File: src/rtl/alpn_lv_pkg.sv
// alpn_lv_pkg: shared types and constants for the alpn list validator
// no dependencies; used by every module in rtl/

package alpn_lv_pkg;

  // counted part of the list, in bytes
  localparam int unsigned BUFFER_BYTES = 64;
  // entry count limit, reaching it rejects
  localparam int unsigned MAX_ENTRIES  = 32;

  localparam int unsigned PosW  = $clog2(BUFFER_BYTES + 1);
  localparam int unsigned CntW  = $clog2(MAX_ENTRIES + 1);
  localparam int unsigned ByteW = 8;

  typedef logic [PosW-1:0]  pos_t;
  typedef logic [CntW-1:0]  cnt_t;
  typedef logic [ByteW-1:0] byte_t;

  localparam pos_t BufLimit = pos_t'(BUFFER_BYTES);
  localparam cnt_t CntLimit = cnt_t'(MAX_ENTRIES);

  localparam logic VERDICT_PASS   = 1'b0;
  localparam logic VERDICT_REJECT = 1'b1;

  // one input transaction
  typedef struct packed {
    byte_t data_byte;
    logic  last_byte;
    logic  no_list;
  } item_t;

  // what the checker hands on when an item is processed
  typedef struct packed {
    logic produces;
    logic verdict;
  } result_t;

endpackage

File: src/rtl/alpn_lv_in_reg.sv
// alpn_lv_in_reg: input register stage holding one accepted item
// depends on alpn_lv_pkg

module alpn_lv_in_reg (
  input  logic               clk_i,
  input  logic               rst_ni,
  input  logic               load_i,
  input  logic               pop_i,
  input  alpn_lv_pkg::item_t item_i,
  output logic               valid_o,
  output alpn_lv_pkg::item_t item_o
);

  logic               valid_q, valid_d;
  alpn_lv_pkg::item_t item_q;

  always_comb begin
    valid_d = valid_q;
    if (load_i) begin
      valid_d = 1'b1;
    end else if (pop_i) begin
      valid_d = 1'b0;
    end
  end

  always_ff @(posedge clk_i or negedge rst_ni) begin
    if (!rst_ni) begin
      valid_q <= 1'b0;
    end else begin
      valid_q <= valid_d;
    end
  end

  always_ff @(posedge clk_i) begin
    if (load_i) begin
      item_q <= item_i;
    end
  end

  assign valid_o = valid_q;
  assign item_o  = item_q;

endmodule

File: src/rtl/alpn_lv_check.sv
// alpn_lv_check: list state registers and the per-byte check logic
// depends on alpn_lv_pkg

module alpn_lv_check (
  input  logic                 clk_i,
  input  logic                 rst_ni,
  input  logic                 fire_i,
  input  alpn_lv_pkg::item_t   item_i,
  output alpn_lv_pkg::result_t result_o
);

  alpn_lv_pkg::pos_t  pos_q, pos_d;
  alpn_lv_pkg::byte_t left_q, left_d;
  alpn_lv_pkg::cnt_t  cnt_q, cnt_d;
  logic               bad_q, bad_d;

  alpn_lv_pkg::pos_t  pos_n;
  alpn_lv_pkg::byte_t left_n;
  alpn_lv_pkg::cnt_t  cnt_n;
  logic               bad_n;
  logic               reject;

  always_comb begin
    pos_n  = pos_q;
    left_n = left_q;
    cnt_n  = cnt_q;
    bad_n  = bad_q;
    if (pos_q < alpn_lv_pkg::BufLimit) begin
      if (left_q == '0) begin
        // length byte opens a new entry
        if (!bad_q) begin
          if (cnt_q >= alpn_lv_pkg::CntLimit) begin
            bad_n = 1'b1;
          end else if (item_i.data_byte == '0) begin
            bad_n = 1'b1;
          end else begin
            cnt_n  = cnt_q + alpn_lv_pkg::cnt_t'(1);
            left_n = item_i.data_byte;
          end
        end
      end else begin
        left_n = left_q - alpn_lv_pkg::byte_t'(1);
      end
      pos_n = pos_q + alpn_lv_pkg::pos_t'(1);
    end
    reject = bad_n || (left_n != '0) || (cnt_n >= alpn_lv_pkg::CntLimit);
  end

  always_comb begin
    pos_d  = pos_q;
    left_d = left_q;
    cnt_d  = cnt_q;
    bad_d  = bad_q;
    if (fire_i) begin
      if (item_i.no_list || item_i.last_byte) begin
        pos_d  = '0;
        left_d = '0;
        cnt_d  = '0;
        bad_d  = 1'b0;
      end else begin
        pos_d  = pos_n;
        left_d = left_n;
        cnt_d  = cnt_n;
        bad_d  = bad_n;
      end
    end
  end

  always_comb begin
    result_o.produces = item_i.no_list || item_i.last_byte;
    if (item_i.no_list) begin
      result_o.verdict = alpn_lv_pkg::VERDICT_REJECT;
    end else begin
      result_o.verdict = reject ? alpn_lv_pkg::VERDICT_REJECT : alpn_lv_pkg::VERDICT_PASS;
    end
  end

  always_ff @(posedge clk_i or negedge rst_ni) begin
    if (!rst_ni) begin
      pos_q  <= '0;
      left_q <= '0;
      cnt_q  <= '0;
      bad_q  <= 1'b0;
    end else begin
      pos_q  <= pos_d;
      left_q <= left_d;
      cnt_q  <= cnt_d;
      bad_q  <= bad_d;
    end
  end

`ifndef SYNTH
  a_cnt_bounded: assert property (@(posedge clk_i) disable iff (!rst_ni)
    cnt_q <= alpn_lv_pkg::CntLimit)
    else $error("entry count above limit");

  a_pos_bounded: assert property (@(posedge clk_i) disable iff (!rst_ni)
    pos_q <= alpn_lv_pkg::BufLimit)
    else $error("byte position above buffer size");

  a_clear_after_verdict: assert property (@(posedge clk_i) disable iff (!rst_ni)
    (fire_i && result_o.produces) |=>
      (pos_q == '0 && left_q == '0 && cnt_q == '0 && !bad_q))
    else $error("state not cleared after verdict");
`endif

endmodule

File: src/rtl/alpn_lv_out_reg.sv
// alpn_lv_out_reg: result register on the output channel
// depends on alpn_lv_pkg

module alpn_lv_out_reg (
  input  logic                 clk_i,
  input  logic                 rst_ni,
  input  logic                 load_i,
  input  alpn_lv_pkg::result_t result_i,
  input  logic                 out_ready_i,
  output logic                 out_valid_o,
  output logic                 verdict_o
);

  logic valid_q, valid_d;
  logic verdict_q;

  always_comb begin
    valid_d = valid_q;
    if (load_i) begin
      valid_d = 1'b1;
    end else if (out_ready_i) begin
      valid_d = 1'b0;
    end
  end

  always_ff @(posedge clk_i or negedge rst_ni) begin
    if (!rst_ni) begin
      valid_q <= 1'b0;
    end else begin
      valid_q <= valid_d;
    end
  end

  always_ff @(posedge clk_i) begin
    if (load_i) begin
      verdict_q <= result_i.verdict;
    end
  end

  assign out_valid_o = valid_q;
  assign verdict_o   = verdict_q;

endmodule

File: src/rtl/alpn_list_validator_unit.sv
// alpn_list_validator_unit: top level of the alpn protocol list validator
// depends on alpn_lv_pkg, alpn_lv_in_reg, alpn_lv_check, alpn_lv_out_reg

// Checks a TLS ALPN protocol list streamed one byte per transaction, with the
// final byte marked by last_byte_i, or a single no_list_i transaction when no
// list exists. One verdict comes out per list: 1 (reject) for no list, a
// zero-length entry, an entry cut off at the end, or an entry count reaching
// MAX_ENTRIES; 0 (pass) otherwise. Only the first BUFFER_BYTES bytes are
// checked. One byte is accepted every cycle; a byte passes through the input
// register, the check logic and, if it ends the list, the result register,
// which then offers the verdict. The input stalls only while a verdict waits
// in the result register without being taken and the item in the input
// register also ends a list.

module alpn_list_validator_unit (
  input  logic                      clk_i,
  input  logic                      rst_ni,
  input  logic                      in_valid_i,
  output logic                      in_ready_o,
  input  logic [alpn_lv_pkg::ByteW-1:0] data_byte_i,
  input  logic                      last_byte_i,
  input  logic                      no_list_i,
  output logic                      out_valid_o,
  input  logic                      out_ready_i,
  output logic                      verdict_o
);

  alpn_lv_pkg::item_t   item_in, item_q;
  alpn_lv_pkg::result_t result;
  logic                 stage_valid;
  logic                 advance;
  logic                 load;

  assign item_in.data_byte = data_byte_i;
  assign item_in.last_byte = last_byte_i;
  assign item_in.no_list   = no_list_i;

  // items with no verdict never wait on the output side
  assign advance    = stage_valid && (!result.produces || !out_valid_o || out_ready_i);
  assign in_ready_o = !stage_valid || advance;
  assign load       = in_valid_i && in_ready_o;

  alpn_lv_in_reg u_in_reg (
    .clk_i   (clk_i),
    .rst_ni  (rst_ni),
    .load_i  (load),
    .pop_i   (advance),
    .item_i  (item_in),
    .valid_o (stage_valid),
    .item_o  (item_q)
  );

  alpn_lv_check u_check (
    .clk_i    (clk_i),
    .rst_ni   (rst_ni),
    .fire_i   (advance),
    .item_i   (item_q),
    .result_o (result)
  );

  alpn_lv_out_reg u_out_reg (
    .clk_i       (clk_i),
    .rst_ni      (rst_ni),
    .load_i      (advance && result.produces),
    .result_i    (result),
    .out_ready_i (out_ready_i),
    .out_valid_o (out_valid_o),
    .verdict_o   (verdict_o)
  );

`ifndef SYNTH
  a_ready_when_empty: assert property (@(posedge clk_i) disable iff (!rst_ni)
    !stage_valid |-> in_ready_o)
    else $error("input stalled with empty stage");

  a_verdict_lands: assert property (@(posedge clk_i) disable iff (!rst_ni)
    (advance && result.produces) |=> out_valid_o)
    else $error("verdict not registered");

  a_no_list_rejects: assert property (@(posedge clk_i) disable iff (!rst_ni)
    (advance && item_q.no_list) |=> (verdict_o == alpn_lv_pkg::VERDICT_REJECT))
    else $error("missing list did not reject");
`endif

endmodule
File: config.mk
export PLATFORM = sky130hd
export DESIGN_NAME = alpn_list_validator_unit
export DESIGN_NICKNAME = d
export VERILOG_FILES = /design/src/rtl/alpn_lv_pkg.sv /design/src/rtl/alpn_lv_in_reg.sv /design/src/rtl/alpn_lv_check.sv /design/src/rtl/alpn_lv_out_reg.sv /design/src/rtl/alpn_list_validator_unit.sv
export SDC_FILE = /design/constraint.sdc
export NUM_CORES = 1
export LEC_CHECK = 0
export ABC_AREA = 0
export BUFFER_PORTS_ARGS = -buffer_cell sky130_fd_sc_hd__buf_4
export CAP_MARGIN = 20
export CORE_MARGIN = 3
export CORE_UTILIZATION = 30
export DETAILED_ROUTE_END_ITERATION = 16
export HOLD_SLACK_MARGIN = 0.12
export SETUP_SLACK_MARGIN = 0.15
export SLEW_MARGIN = 30
export SYNTH_ARGS = -nofsm -noshare
export SYNTH_HDL_FRONTEND = slang
export SYNTH_SLANG_ARGS = --single-unit
File: constraint.sdc
create_clock -name clk_i -period 3.3 [get_ports clk_i]
set_input_delay 0.165 -clock clk_i [delete_from_list [all_inputs] [get_ports clk_i]]
set_output_delay 0.165 -clock clk_i [all_outputs]
set_load 0.1 [all_outputs]
==> results by group <==
Status
  – Outcome: finished, final reports clean

Clocking
  – Cts repair resizes: 0
  – Clock-pin slew on the worst setup and hold paths: 70 ps
  – TritonCTS buffer count: 5
  – Num Clock Sinks: 35
  – Post-CTS Hold Buffers: 12
  – H-tree depth: 2
  – Post-CTS Repair Setup Buffers: 0
  – Clock latency at the later pin of the worst-skew pair: 290 ps
  – Max clock buf depth: 2
  – TritonCTS clock tree: built
  – Root cell of the clock tree: clkbuf_8

Timing
  – Slew HR: 47.9%
  – Final period utilization: 77.2%
  – Final setup viols: 0
  – Slew @ Worst Pin: 778 ps
  – Post-route setup TNS: 0 ps
  – Crit path time final: 2550 ps
  – Hold_ws: 287 ps
  – Clock Skews: 4.48 ps
  – RSZ-0062 raised after global routing: false
  – Final Hold Fails: 0
  – Max-slew violation count: 0
  – Max Freq: 0.393 GHz

Final layout
  – P&R area growth vs syn: 21.2%
  – Layout cells sized above 1: 18.5%
  – Most frequent cells in the layout: 24 x dfrtp_1, 17 x nand2_1, 16 x buf_4
  – Diodes inserted: 0
  – Most common cell after layout, fill and taps aside: dfrtp_1
  – Final std cells w/o fill: 291
  – Fin area: 0.00231 mm2
  – Fill cells: 610
  – Layout Nets: 233

Setup path
  – Crit path max fanout: 6
  – Worst path arrival time: 2570 ps
  – WP buf/inv: 1
  – Critical-path cell list: inv_1, ha_1, or4b_1, a2111oi_0, o2111ai_1, nor4_1, nand4_1
  – Data required time at the worst endpoint: 3330 ps
  – Crit path largest cell delay: 470 ps
  – Kind of cell adding the most delay to the critical path: simple AND/OR/NAND/NOR gates
  – CP max-delay cell: or4b_1
  – CP Class: reg2reg
  – CP Capture Type: flop
  – Setup crit start kind: flop

Die
  – Die Area: 0.00733 mm2
  – Die width: 85.6 um
  – Core Region: 0.00603 mm2
  – Row count: 28
  – I/O pins: 17
  – Die H: 85.6 um
  – Initial Util: 31.6%

Detailed routing
  – Drt total wl: 4170 um
  – Detail Route Antenna Nets: 0
  – 1st-iter DRT viols: 116
  – Vias: 1529
  – Drt drc: 0
  – Via-per-instance ratio: 5.25
  – First-pass iteration count of the detailed router: 4
  – DR WL/cell: 14.3 um

Logic synthesis
  – Synth top area share: 31.6%
  – Ys async rst share: 68.6%
  – Unique masters post-synth: 53
  – Syn avg cell area: 10.2 um2
  – Seq/Total Area, Yosys: 48.9%
  – Yosys top cell by area: dfrtp_1
  – Ys flop type: dfrtp_1
  – Top cells by area, synth: dfrtp_1 32%, edfxtp_1 17%, o21ai_0 3.4%, nand2_1 3.4%, nor2_1 3.0%
  – Cell area after synthesis: 0.00190 mm2
  – Yosys reg bits: 35
  – Post-synth net total: 204
  – Post-synth EDFFs: 11
  – Yosys warning total: 0
  – Synth Instances: 186

Power
  – Power Dens Cells: 683 mW/mm2
  – Maximum VDD drop: 0.317 mV
  – Leak: 0.932 nW

Place
  – Placed Instances: 271
  – Post-DP HPWL: 2920 um
  – Buffers on Ports: 16
  – RePlAce Congestion: 0.899
  – Post-DP Area: 0.00206 mm2

Global routing
  – Initial antenna violation count: 0
  – Largest net degree at the start of global routing: 25
  – Grt total ovfl: 0
  – First-pass GRT wire length: 7440 um
  – Vias in the first global route: 1519
  – Total global-route track usage: 12.8%

Flow run
  – Max capacitance violation total: 0

Hold path
  – Hold WC Path Type: in2reg
Yosys cell counts, drive strengths merged (3+ instances only):
library cell / instances
dfrtp: 24
nand2: 17
nor2: 16
o21ai: 14
edfxtp: 11
a21oi: 9
inv: 7
nand3: 7
nor3: 7
a22o: 5
a2111oi: 4
a31oi: 4
and2: 4
and3: 4
ha: 4
or3: 4
buf: 3
clkbuf: 3
nand2b: 3
nor4: 3
o211ai: 3
o31ai: 3
or4: 3
cells by family after synthesis:
family	Yosys count	share of synthesized area, %
AND/OR/NAND/NOR	76	21.9
XOR/XNOR	3	1.38
buffers and inverters	13	4.08
flip-flops	35	48.9
multiplexers	3	1.71
adder cells (fa/ha/maj)	4	2.63
AO/OA/AOI/OAI	52	19.3
worst paths after layout:
| check | start | cells past startpoint | slack (ps) | endpoint |
|---|---|---|---|---|
| max | u_check.left_q[0] | 7 | 750 | u_out_reg.verdict_o |
| min | out_ready_i | 3 | 290 | u_out_reg.out_valid_o |
| max reg2reg | u_check.left_q[0] | 7 | 750 | u_out_reg.verdict_o |
| min in group asynchronous | rst_ni | 2 | 310 | u_check.pos_q[5] |
| min reg2reg | u_check.cnt_q[2] | 1 | 520 | u_check.cnt_q[2] |
| max in group asynchronous | rst_ni | 2 | 2750 | u_check.cnt_q[1] |
state kept, by name (all words and copies together) (netlist names):
signal                 count
u_check.bad_q              1
u_check.left_q             8
u_out_reg.verdict_o        1
u_in_reg.valid_o           1
u_check.pos_q              7
u_out_reg.out_valid_o      1
u_in_reg.item_o           10
u_check.cnt_q              6
where the power goes:
part           internal, mW  switching [mW]  leakage [nW]  total [mW]
sequential            0.503          0.0731         0.427       0.576
combinational         0.254           0.338         0.444       0.592
clock                 0.244           0.162        0.0612       0.407
total                  1.00           0.573         0.932        1.57
area by class of cell:
class	count	area (um2)	share of cell area [%]
timing repair buffer	28	240	10.4
sequential	35	931	40.4
multi-input combinational	138	897	38.9
inverter	7	26.3	1.14
clock buffer	6	82.6	3.58
tap	75	93.8	4.07
clock inverter	2	35.0	1.52
layer usage:
metal,vias up,global-route usage (%),wire [um]
met1,728,17.3,2050
met5,-,0,0
met2,38,20.0,1900
met4,0,6.19,79
met3,6,2.11,144
li1,757,-,-
worst register-to-register path, stage by stage (launching register included):
cell	delay [ps]
dfrtp_1	430
inv_1	90
ha_1	210
or4b_1	470
a2111oi_0	440
o2111ai_1	160
nor4_1	340
nand4_1	150
stage by stage:
stage	utilization [%]	total power, mW	worst slack [ps]
3_3_place_gp	34.3	1.18	933
6_report	38.3	1.57	754
3_5_place_dp	34.3	1.16	811
2_1_floorplan	-	1.06	682
5_1_grt	38.3	1.69	549
4_1_cts	38.2	1.58	798
No activity file was read; power rests on OpenSTA's default activity.
